<file path="config.mk">
export PLATFORM = sky130hd
export DESIGN_NAME = gameboy_cpu_alu_top_flat
export DESIGN_NICKNAME = d
export VERILOG_FILES = /design/src/hw/rtl/gbalu_pkg.sv /design/src/hw/rtl/gbalu_req_if.sv /design/src/hw/rtl/gbalu_rsp_if.sv /design/src/hw/rtl/gameboy_cpu_alu_top.sv /design/src/flat_wrapper.sv
export SDC_FILE = /design/constraint.sdc
export NUM_CORES = 1
export LEC_CHECK = 0
export ABC_AREA = 1
export BUFFER_PORTS_ARGS = -buffer_cell sky130_fd_sc_hd__buf_2
export CAP_MARGIN = 15
export CORE_ASPECT_RATIO = 0.6
export CORE_MARGIN = 8
export CORE_UTILIZATION = 35
export CTS_CLUSTER_SIZE = 8
export DETAILED_ROUTE_END_ITERATION = 8
export HOLD_SLACK_MARGIN = 0.05
export PLACE_DENSITY = 0.54
export SYNTH_ARGS = -nofsm -noshare
export SYNTH_HDL_FRONTEND = slang
export SYNTH_SLANG_ARGS = --single-unit
</file>
<file path="constraint.sdc">
create_clock -name clock -period 6.47 [get_ports clock]
set_input_delay 0.3235 -clock clock [delete_from_list [all_inputs] [get_ports clock]]
set_output_delay 0.3235 -clock clock [all_outputs]
set_load 0.02 [all_outputs]
</file>
<file path="src/hw/rtl/gbalu_pkg.sv">
// Package for the handheld-console CPU ALU: field widths, operation codes
// and flag bit positions. Used by the channel interfaces and the top level.
package gbalu_pkg;

   localparam int FUNC_WIDTH  = 5;
   localparam int BYTE_WIDTH  = 8;
   localparam int WORD_WIDTH  = 16;
   localparam int INDEX_WIDTH = 3;
   localparam int FLAG_WIDTH  = 4;

   // Positions of the flags within a flag nibble.
   localparam int FLAG_Z = 3;
   localparam int FLAG_N = 2;
   localparam int FLAG_H = 1;
   localparam int FLAG_C = 0;

   // Largest value in the packed-BCD range and the DAA corrections.
   localparam logic [BYTE_WIDTH-1:0] DAA_MAX_BCD   = 8'h99;
   localparam logic [BYTE_WIDTH-1:0] DAA_HIGH_FIX  = 8'h60;
   localparam logic [BYTE_WIDTH-1:0] DAA_LOW_FIX   = 8'h06;
   localparam logic [3:0]            DAA_MAX_DIGIT = 4'h9;

   typedef enum logic [FUNC_WIDTH-1:0] {
      FN_ADD   = 5'd0,
      FN_ADC   = 5'd1,
      FN_SUB   = 5'd2,
      FN_SBC   = 5'd3,
      FN_AND   = 5'd4,
      FN_XOR   = 5'd5,
      FN_OR    = 5'd6,
      FN_CP    = 5'd7,
      FN_DAA   = 5'd8,
      FN_INC   = 5'd9,
      FN_DEC   = 5'd10,
      FN_RLC   = 5'd11,
      FN_RRC   = 5'd12,
      FN_RL    = 5'd13,
      FN_RR    = 5'd14,
      FN_SLA   = 5'd15,
      FN_SRA   = 5'd16,
      FN_SRL   = 5'd17,
      FN_SWAP  = 5'd18,
      FN_BIT   = 5'd19,
      FN_RES   = 5'd20,
      FN_SET   = 5'd21,
      FN_ADD16 = 5'd22,
      FN_INC16 = 5'd23,
      FN_DEC16 = 5'd24
   } func_type;

endpackage

</file>
<file path="src/hw/rtl/gbalu_req_if.sv">
// Request channel of the ALU: valid/ready handshake plus the operands.
// Depends on gbalu_pkg for the field widths.
interface gbalu_req_if import gbalu_pkg::*; ();
   logic                   valid;
   logic                   ready;
   logic [FUNC_WIDTH-1:0]  func;
   logic [BYTE_WIDTH-1:0]  operand_a;
   logic [BYTE_WIDTH-1:0]  operand_b;
   logic [INDEX_WIDTH-1:0] bit_index;
   logic [WORD_WIDTH-1:0]  word_a;
   logic [WORD_WIDTH-1:0]  word_b;
   logic [FLAG_WIDTH-1:0]  flags_in;

   modport source (
      output valid, func, operand_a, operand_b, bit_index, word_a, word_b, flags_in,
      input  ready
   );
   modport sink (
      input  valid, func, operand_a, operand_b, bit_index, word_a, word_b, flags_in,
      output ready
   );
endinterface

</file>
<file path="src/hw/rtl/gbalu_rsp_if.sv">
// Response channel of the ALU: valid/ready handshake plus the results.
// Depends on gbalu_pkg for the field widths.
interface gbalu_rsp_if import gbalu_pkg::*; ();
   logic                  valid;
   logic                  ready;
   logic [BYTE_WIDTH-1:0] byte_result;
   logic [WORD_WIDTH-1:0] word_result;
   logic [FLAG_WIDTH-1:0] flags_out;
   logic                  write_back;

   modport source (
      output valid, byte_result, word_result, flags_out, write_back,
      input  ready
   );
   modport sink (
      input  valid, byte_result, word_result, flags_out, write_back,
      output ready
   );
endinterface

</file>
<file path="src/hw/rtl/gameboy_cpu_alu_top.sv">
// Top level of the handheld-console CPU ALU (SM83 instruction set).
// Depends on gbalu_pkg, gbalu_req_if and gbalu_rsp_if.
//
// Usage: the execution stage offers one item on the req channel (operation
// code, two byte operands, a bit index, two 16-bit words and the incoming
// Z/N/H/C flags). The block answers with exactly one item on the rsp
// channel: the new byte, the new word, the new flags and a write-back mark,
// which is low for CP, BIT and unused operation codes.
// From acceptance to the result being offered, the item is captured in an
// input register, passes through the ALU logic and its answer is stored
// in the result register.
// Throughput is one item per cycle unless the receiver stalls; each item
// takes one pass through the ALU logic between the two registers, and
// req.ready stays high while the result register is empty or being taken.
// When the receiver stalls, the result holds, the input register fills and
// then req.ready drops; nothing is lost or repeated.
// Reset (synchronous, active high) empties both registers; there is no
// other state and no configuration.
module gameboy_cpu_alu_top import gbalu_pkg::*; (
   input  logic        clock,
   input  logic        reset,
   gbalu_req_if.sink   req,
   gbalu_rsp_if.source rsp
);

   // Input register.
   logic                   s1_valid_ff, s1_valid_in;
   logic [FUNC_WIDTH-1:0]  func_ff;
   logic [BYTE_WIDTH-1:0]  operand_a_ff;
   logic [BYTE_WIDTH-1:0]  operand_b_ff;
   logic [INDEX_WIDTH-1:0] bit_index_ff;
   logic [WORD_WIDTH-1:0]  word_a_ff;
   logic [WORD_WIDTH-1:0]  word_b_ff;
   logic [FLAG_WIDTH-1:0]  flags_ff;

   // Result register.
   logic                   out_valid_ff, out_valid_in;
   logic [BYTE_WIDTH-1:0]  byte_ff, byte_in;
   logic [WORD_WIDTH-1:0]  word_ff, word_in;
   logic [FLAG_WIDTH-1:0]  flags_out_ff, flags_out_in;
   logic                   write_back_ff, write_back_in;

   logic out_free;
   logic out_load;
   logic req_take;

   assign out_free  = !out_valid_ff || rsp.ready;
   assign out_load  = s1_valid_ff && out_free;
   assign req.ready = !s1_valid_ff || out_free;
   assign req_take  = req.valid && req.ready;

   always_comb begin
      s1_valid_in = s1_valid_ff;
      if (req_take) begin
         s1_valid_in = 1'b1;
      end else if (out_load) begin
         s1_valid_in = 1'b0;
      end
      out_valid_in = out_valid_ff;
      if (out_load) begin
         out_valid_in = 1'b1;
      end else if (rsp.ready) begin
         out_valid_in = 1'b0;
      end
   end

   always_ff @(posedge clock) begin
      if (reset) begin
         s1_valid_ff  <= 1'b0;
         out_valid_ff <= 1'b0;
      end else begin
         s1_valid_ff  <= s1_valid_in;
         out_valid_ff <= out_valid_in;
      end
   end

   always_ff @(posedge clock) begin
      if (req_take) begin
         func_ff      <= req.func;
         operand_a_ff <= req.operand_a;
         operand_b_ff <= req.operand_b;
         bit_index_ff <= req.bit_index;
         word_a_ff    <= req.word_a;
         word_b_ff    <= req.word_b;
         flags_ff     <= req.flags_in;
      end
      if (out_load) begin
         byte_ff       <= byte_in;
         word_ff       <= word_in;
         flags_out_ff  <= flags_out_in;
         write_back_ff <= write_back_in;
      end
   end

   // ALU logic between the two registers.
   logic                  cin;
   logic                  carry_use;
   logic [BYTE_WIDTH:0]   sum9;
   logic [4:0]            half_sum;
   logic [BYTE_WIDTH:0]   diff9;
   logic [4:0]            half_diff;
   logic [BYTE_WIDTH-1:0] bit_mask;
   logic [BYTE_WIDTH-1:0] daa_value;
   logic                  daa_carry;
   logic [WORD_WIDTH:0]   sum17;
   logic [12:0]           half_sum13;
   logic [BYTE_WIDTH-1:0] r;
   logic [FLAG_WIDTH-1:0] f;

   assign cin       = flags_ff[FLAG_C];
   assign carry_use = (func_ff == FN_ADC || func_ff == FN_SBC) ? cin : 1'b0;
   assign sum9      = {1'b0, operand_a_ff} + {1'b0, operand_b_ff}
                      + {{BYTE_WIDTH{1'b0}}, carry_use};
   assign half_sum  = {1'b0, operand_a_ff[3:0]} + {1'b0, operand_b_ff[3:0]}
                      + {4'd0, carry_use};
   // The top bit of each difference is the borrow out of that width.
   assign diff9     = {1'b0, operand_a_ff} - {1'b0, operand_b_ff}
                      - {{BYTE_WIDTH{1'b0}}, carry_use};
   assign half_diff = {1'b0, operand_a_ff[3:0]} - {1'b0, operand_b_ff[3:0]}
                      - {4'd0, carry_use};
   assign bit_mask  = BYTE_WIDTH'(1) << bit_index_ff;
   assign sum17     = {1'b0, word_a_ff} + {1'b0, word_b_ff};
   assign half_sum13 = {1'b0, word_a_ff[11:0]} + {1'b0, word_b_ff[11:0]};

   // Decimal adjust: the high correction is decided on the original value,
   // the low one on the low digit, which the high correction leaves alone.
   always_comb begin
      daa_value = operand_a_ff;
      daa_carry = cin;
      if (!flags_ff[FLAG_N]) begin
         if (cin || operand_a_ff > DAA_MAX_BCD) begin
            daa_value = daa_value + DAA_HIGH_FIX;
            daa_carry = 1'b1;
         end
         if (flags_ff[FLAG_H] || daa_value[3:0] > DAA_MAX_DIGIT) begin
            daa_value = daa_value + DAA_LOW_FIX;
         end
      end else begin
         if (cin) begin
            daa_value = daa_value - DAA_HIGH_FIX;
         end
         if (flags_ff[FLAG_H]) begin
            daa_value = daa_value - DAA_LOW_FIX;
         end
      end
   end

   always_comb begin
      r             = operand_a_ff;
      f             = flags_ff;
      word_in       = '0;
      write_back_in = 1'b1;
      unique case (func_type'(func_ff))
         FN_ADD, FN_ADC: begin
            r = sum9[BYTE_WIDTH-1:0];
            f = '0;
            f[FLAG_H] = half_sum[4];
            f[FLAG_C] = sum9[BYTE_WIDTH];
         end
         FN_SUB, FN_SBC, FN_CP: begin
            r = diff9[BYTE_WIDTH-1:0];
            f = '0;
            f[FLAG_N] = 1'b1;
            f[FLAG_H] = half_diff[4];
            f[FLAG_C] = diff9[BYTE_WIDTH];
         end
         FN_AND: begin
            r = operand_a_ff & operand_b_ff;
            f = '0;
            f[FLAG_H] = 1'b1;
         end
         FN_XOR: begin
            r = operand_a_ff ^ operand_b_ff;
            f = '0;
         end
         FN_OR: begin
            r = operand_a_ff | operand_b_ff;
            f = '0;
         end
         FN_DAA: begin
            r = daa_value;
            f = '0;
            f[FLAG_N] = flags_ff[FLAG_N];
            f[FLAG_C] = daa_carry;
         end
         FN_INC: begin
            r = operand_a_ff + BYTE_WIDTH'(1);
            f = '0;
            f[FLAG_H] = (operand_a_ff[3:0] == 4'hF);
            f[FLAG_C] = cin;
         end
         FN_DEC: begin
            r = operand_a_ff - BYTE_WIDTH'(1);
            f = '0;
            f[FLAG_N] = 1'b1;
            f[FLAG_H] = (operand_a_ff[3:0] == 4'h0);
            f[FLAG_C] = cin;
         end
         FN_RLC: begin
            r = {operand_a_ff[6:0], operand_a_ff[7]};
            f = '0;
            f[FLAG_C] = operand_a_ff[7];
         end
         FN_RRC: begin
            r = {operand_a_ff[0], operand_a_ff[7:1]};
            f = '0;
            f[FLAG_C] = operand_a_ff[0];
         end
         FN_RL: begin
            r = {operand_a_ff[6:0], cin};
            f = '0;
            f[FLAG_C] = operand_a_ff[7];
         end
         FN_RR: begin
            r = {cin, operand_a_ff[7:1]};
            f = '0;
            f[FLAG_C] = operand_a_ff[0];
         end
         FN_SLA: begin
            r = {operand_a_ff[6:0], 1'b0};
            f = '0;
            f[FLAG_C] = operand_a_ff[7];
         end
         FN_SRA: begin
            r = {operand_a_ff[7], operand_a_ff[7:1]};
            f = '0;
            f[FLAG_C] = operand_a_ff[0];
         end
         FN_SRL: begin
            r = {1'b0, operand_a_ff[7:1]};
            f = '0;
            f[FLAG_C] = operand_a_ff[0];
         end
         FN_SWAP: begin
            r = {operand_a_ff[3:0], operand_a_ff[7:4]};
            f = '0;
         end
         FN_BIT: begin
            f = '0;
            f[FLAG_H] = 1'b1;
            f[FLAG_C] = cin;
            write_back_in = 1'b0;
         end
         FN_RES: begin
            r = operand_a_ff & ~bit_mask;
         end
         FN_SET: begin
            r = operand_a_ff | bit_mask;
         end
         FN_ADD16: begin
            r = '0;
            word_in = sum17[WORD_WIDTH-1:0];
            f = '0;
            f[FLAG_Z] = flags_ff[FLAG_Z];
            f[FLAG_H] = half_sum13[12];
            f[FLAG_C] = sum17[WORD_WIDTH];
         end
         FN_INC16: begin
            r = '0;
            word_in = word_a_ff + WORD_WIDTH'(1);
         end
         FN_DEC16: begin
            r = '0;
            word_in = word_a_ff - WORD_WIDTH'(1);
         end
         default: begin
            // Unused operation codes leave everything as it was.
            write_back_in = 1'b0;
         end
      endcase

      // Z follows the byte result for every byte operation that defines it.
      case (func_type'(func_ff))
         FN_ADD, FN_ADC, FN_SUB, FN_SBC, FN_AND, FN_XOR, FN_OR, FN_CP, FN_DAA,
         FN_INC, FN_DEC, FN_RLC, FN_RRC, FN_RL, FN_RR, FN_SLA, FN_SRA, FN_SRL,
         FN_SWAP: begin
            f[FLAG_Z] = (r == '0);
         end
         FN_BIT: begin
            f[FLAG_Z] = !operand_a_ff[bit_index_ff];
         end
         default: begin
         end
      endcase

      // A compare reports the flags of the subtraction but keeps the byte.
      if (func_ff == FN_CP) begin
         r = operand_a_ff;
         write_back_in = 1'b0;
      end

      byte_in      = r;
      flags_out_in = f;
   end

   assign rsp.valid       = out_valid_ff;
   assign rsp.byte_result = byte_ff;
   assign rsp.word_result = word_ff;
   assign rsp.flags_out   = flags_out_ff;
   assign rsp.write_back  = write_back_ff;

`ifndef SYNTHESIS
   // An accepted item always occupies the input register in the next cycle.
   a_take_fills: assert property (@(posedge clock) disable iff (reset)
      req_take |=> s1_valid_ff)
      else $error("accepted item did not reach the input register");

   // A waiting item in the input register is never dropped while blocked.
   a_s1_holds: assert property (@(posedge clock) disable iff (reset)
      s1_valid_ff && !out_free |=> s1_valid_ff && $stable(func_ff))
      else $error("blocked item left the input register");

   // 16-bit operations always write back and clear the byte result.
   a_word_ops: assert property (@(posedge clock) disable iff (reset)
      out_load && (func_ff == FN_ADD16 || func_ff == FN_INC16 || func_ff == FN_DEC16)
      |=> rsp.valid && rsp.write_back && rsp.byte_result == '0)
      else $error("16-bit operation produced a wrong result shape");
`endif

endmodule
</file>
<file path="src/flat_wrapper.sv">
// flat-port wrapper written by rule: the top's interface ports become plain ports
module gameboy_cpu_alu_top_flat import gbalu_pkg::*;
  (clock, reset, req_valid, req_func, req_operand_a, req_operand_b, req_bit_index, req_word_a, req_word_b, req_flags_in, req_ready, rsp_valid, rsp_byte_result, rsp_word_result, rsp_flags_out, rsp_write_back, rsp_ready);
  gbalu_req_if req_i ();
  gbalu_rsp_if rsp_i ();
  input  logic clock;
  input  logic reset;
  input wire logic [$bits(req_i.valid)-1:0] req_valid;
  input wire logic [$bits(req_i.func)-1:0] req_func;
  input wire logic [$bits(req_i.operand_a)-1:0] req_operand_a;
  input wire logic [$bits(req_i.operand_b)-1:0] req_operand_b;
  input wire logic [$bits(req_i.bit_index)-1:0] req_bit_index;
  input wire logic [$bits(req_i.word_a)-1:0] req_word_a;
  input wire logic [$bits(req_i.word_b)-1:0] req_word_b;
  input wire logic [$bits(req_i.flags_in)-1:0] req_flags_in;
  output wire logic [$bits(req_i.ready)-1:0] req_ready;
  output wire logic [$bits(rsp_i.valid)-1:0] rsp_valid;
  output wire logic [$bits(rsp_i.byte_result)-1:0] rsp_byte_result;
  output wire logic [$bits(rsp_i.word_result)-1:0] rsp_word_result;
  output wire logic [$bits(rsp_i.flags_out)-1:0] rsp_flags_out;
  output wire logic [$bits(rsp_i.write_back)-1:0] rsp_write_back;
  input wire logic [$bits(rsp_i.ready)-1:0] rsp_ready;
  assign req_i.valid = req_valid;
  assign req_i.func = req_func;
  assign req_i.operand_a = req_operand_a;
  assign req_i.operand_b = req_operand_b;
  assign req_i.bit_index = req_bit_index;
  assign req_i.word_a = req_word_a;
  assign req_i.word_b = req_word_b;
  assign req_i.flags_in = req_flags_in;
  assign req_ready = req_i.ready;
  assign rsp_valid = rsp_i.valid;
  assign rsp_byte_result = rsp_i.byte_result;
  assign rsp_word_result = rsp_i.word_result;
  assign rsp_flags_out = rsp_i.flags_out;
  assign rsp_write_back = rsp_i.write_back;
  assign rsp_i.ready = rsp_ready;
  gameboy_cpu_alu_top u_core (.clock(clock), .reset(reset), .req(req_i), .rsp(rsp_i));
endmodule
</file>
==> summary.txt <==
Synthesis
  • Yosys warns: 0
  • Area contributors post-synth: edfxtp_1 35%, nand2_1 12%, ha_1 10%
  • Main flop type after synthesis: edfxtp_1
  • Yosys cell types: 51
  • Synthesized instance count: 1,011
  • Post-synthesis sequential area ratio: 35.5%
  • Number of flops mapped to enable cells by yosys: 89
  • Ys async rst share: 0%
  • Synth top area share: 35.0%
  • Synth Cell Area: 7640 um^2
  • Avg Inst Size Synth: 7.56 um^2
  • Cell taking the most area after synthesis: edfxtp_1
  • Post-synthesis register bit count: 91
  • Syn Nets: 1,144

Worst setup path
  • Critical Path RT: 6580 ps
  • R2R Path End: u_core.rsp.word_result[13]$_DFFE_PP_
  • Worst path arrival time: 4020 ps
  • Crit Path Category: flop to flop
  • Worst path depth: 16
  • Crit path to: u_core.rsp.word_result[13]$_DFFE_PP_
  • WP buf/inv: 3
  • Worst r2r path cells: 16
  • Slowest CP cell: edfxtp_1
  • CP delay by family, top: flip-flops
  • Cell chain of the critical path: inv_4, nor2_2, nand2_2, inv_1, ha_1, a21oi_1, o21a_1, nand2_1, inv_1, o21a_1, o21ai_0, nand2_1, nand3_1, nand2_1, nand3_1, nand2_1
  • Crit path largest cell delay: 860 ps
  • Worst setup startpoint: u_core.func_ff[4]$_DFFE_PP_
  • Crit-path max FO: 17
  • Setup crit end kind: flop
  • Reg2Reg Setup Slack: 2560 ps
  • Critical Path Most Common Cell: nand2_1
  • Critical path startpoint category: flop
  • R2R Path Start: u_core.func_ff[4]$_DFFE_PP_

Power and ir drop
  • P_sw: 0.000562 W
  • PwrDens: 194 nW/um^2
  • Power share of the clock group: 32.0%
  • Switching part of the total: 33.1%
  • Register share of total power: 42.6%
  • Cell-internal power: 0.00113 W
  • Total power: 0.00170 W
  • VDD IR-drop max: 121 uV
  • Pleak: 4.05 nW
  • Combinational share of power: 25.3%

Finish
  • Final Core Density: 40.2%
  • Area Growth Syn to Fin: 14.4%
  • Filler cells: 2,295
  • Register Area: 2710 um^2
  • Layout Nets: 1,239
  • Ant diodes: 0
  • Fraction of layout instances using a drive strength above 1: 14.8%
  • Area of the multi-input gates: 4370 um^2

Job
  • Max cap viols: 0

GRT
  • Tot GR Track Use: 20.0%
  • Grt ovf: 0
  • Vias in the first global route: 6,804
  • Number of antenna violations at the first check in global routing: 0
  • Global-route wire length before repair: 40,400 um
  • Largest net degree at the start of global routing: 61

Detailed routing
  • Routed len/inst: 19.0 um
  • DR pass1 iterations: 6
  • Via count: 7,568
  • Vias per cell: 5.42
  • Residual DRC: 0
  • Routed wire length: 26,600 um
  • Drt initial violations: 947
  • Post-DRT Antenna Nets: 0

Floorplanning
  • Std-Cell Rows: 42
  • Die Ht: 130 um
  • Initial Util: 35.1%
  • Core Region: 21,800 um^2
  • Die ar.: 27,000 um^2
  • Die width: 207 um
  • # IOs: 95

STA
  • Worst slew pin tran: 1030 ps
  • Setup TNS: 0 ps
  • RSZ-0062 raised after global routing: no
  • Slew HR: 30.9%
  • Final setup margin: 2560 ps
  • Maximum achievable frequency: 256 MHz
  • Min cycle time layout: 3910 ps
  • Final slew viol count: 0
  • Final period util: 60.4%
  • # setup viols final: 0
  • Clock Skews: 10.3 ps
  • Final hold violations: 0

Placed design
  • Setup WS pre-CTS: 2680 ps
  • Post-DP HPWL: 21,000 um
  • GPL Wtd Cong: 0.969
  • Port buffer count: 94

Clock tree
  • # hold bufs at CTS: 0
  • CTS resizes: 0
  • H-tree depth: 3
  • Sink Count: 91
  • TritonCTS clock tree: done
  • Cts bufs inserted: 9
  • Reg clk slew, reported paths: 70 ps
  • Clock Latency Late Sink: 360 ps
  • Post-CTS Setup Inserts: 0
  • Clk buf depth: 2
  • Root Driver: clkbuf_16

Outcome
  • Status: completed

Worst hold path
  • Hold/Removal Path Class: input port to flop
[Yosys cell counts, types with 3 or more instances]
cell type	count
inv_2	10
a31oi_1	3
edfxtp_1	89
nand2_2	6
inv_1	105
buf_2	4
o21a_1	5
clkbuf_1	7
nor3_1	13
clkinv_1	4
buf_4	7
nor2_1	93
nand3_2	4
nand4_1	22
ha_1	62
o21bai_1	3
fa_1	7
xnor2_1	5
o21ai_0	59
nand2_1	253
or2_2	4
nor2_2	8
a21oi_1	74
xor2_1	10
nor2_4	5
o2111ai_1	5
nand3_1	99
o22ai_1	10
o211ai_1	4
nand3b_1	5
[logic make-up after synthesis]
| family | Yosys count | share of synthesized area [%] |
|---|---|---|
| DFF | 91 | 35.5 |
| xor gates and xnor gates | 15 | 1.72 |
| buffers and inverters | 140 | 7.44 |
| AOI/OAI and AO/OA | 177 | 13.1 |
| and+or+nand+nor | 519 | 30.3 |
| adders and majority gates | 69 | 12.0 |
[stage by stage]
| step | hold slack (ps) | area, um^2 | std cells |
|---|---|---|---|
| final | 127 | 8740 | 1397 |
| after global routing | 111 | 8740 | 1397 |
| after CTS | 108 | 8740 | 1397 |
| after detailed placement | 502 | 8440 | 1381 |
| after global placement | 500 | 8440 | 1381 |
| after floorplan | 393 | 7640 | 1011 |
[power by group through the flow]
stage,logic [W],registers (W),clock network [W]
global placement,0.000420,0.000735,0
global route,0.000477,0.000726,0.000580
finish,0.000430,0.000723,0.000544
CTS,0.000420,0.000722,0.000562
floorplan,0.000281,0.000734,0
detailed placement,0.000417,0.000735,0
[metal layers]
metal  vias up  share of wire [%]  track usage (%)
met5         -                  0                0
met4         0                1.1             4.73
met3        22                 12             6.67
met2       428                 34             23.8
met1      3470                 53             32.2
li1       3648                  -                -
[flip-flops by register name, summed over array words and instances, names as in the netlist]
name	flops
u_core.rsp.valid	1
u_core.flags_ff	4
u_core.rsp.word_result	16
u_core.func_ff	5
u_core.rsp.flags_out	4
u_core.bit_index_ff	3
u_core.rsp.write_back	1
u_core.operand_a_ff	8
u_core.word_b_ff	16
u_core.word_a_ff	16
u_core.s1_valid_ff	1
u_core.operand_b_ff	8
u_core.rsp.byte_result	8
[layout make-up]
| class | instances | share of cell area [%] |
|---|---|---|
| multi-input cells | 780 | 50.0 |
| flip-flops and latches | 91 | 31.1 |
| repair buffers | 103 | 6.16 |
| inverters | 121 | 5.24 |
| well taps | 286 | 4.10 |
| clock buffers | 10 | 2.62 |
| clock inverters | 6 | 0.816 |
[worst min path at each step]
stage | startpoint | endpoint | slack, ps | depth (start not counted)
after floorplan | reset | u_core.rsp.valid$_SDFFE_PP0P_ | 390 | 1
after global placement | req_operand_a[6] | u_core.operand_a_ff[6]$_DFFE_PP_ | 500 | 1
after detailed placement | req_operand_b[1] | u_core.operand_b_ff[1]$_DFFE_PP_ | 500 | 1
after CTS | req_operand_b[1] | u_core.operand_b_ff[1]$_DFFE_PP_ | 110 | 1
after global routing | req_operand_b[1] | u_core.operand_b_ff[1]$_DFFE_PP_ | 110 | 1
final | req_operand_b[1] | u_core.operand_b_ff[1]$_DFFE_PP_ | 130 | 1
[placed cells by master (no fill, tap or decap), drive strengths merged, types with 4 or more instances in the layout]
| cell | instances |
|---|---|
| o22ai | 10 |
| nand3b | 5 |
| nand4 | 22 |
| fa | 7 |
| xor2 | 10 |
| clkbuf | 10 |
| or2 | 5 |
| inv | 118 |
| nor2 | 106 |
| a21oi | 74 |
| nor3 | 15 |
| o21a | 5 |
| nand2 | 260 |
| nand3 | 104 |
| ha | 62 |
| o2111ai | 5 |
| xnor2 | 5 |
| edfxtp | 89 |
| o211ai | 4 |
| clkinv | 6 |
| buf | 103 |
| o21ai | 61 |
No activity file was read; power rests on OpenSTA's default activity.
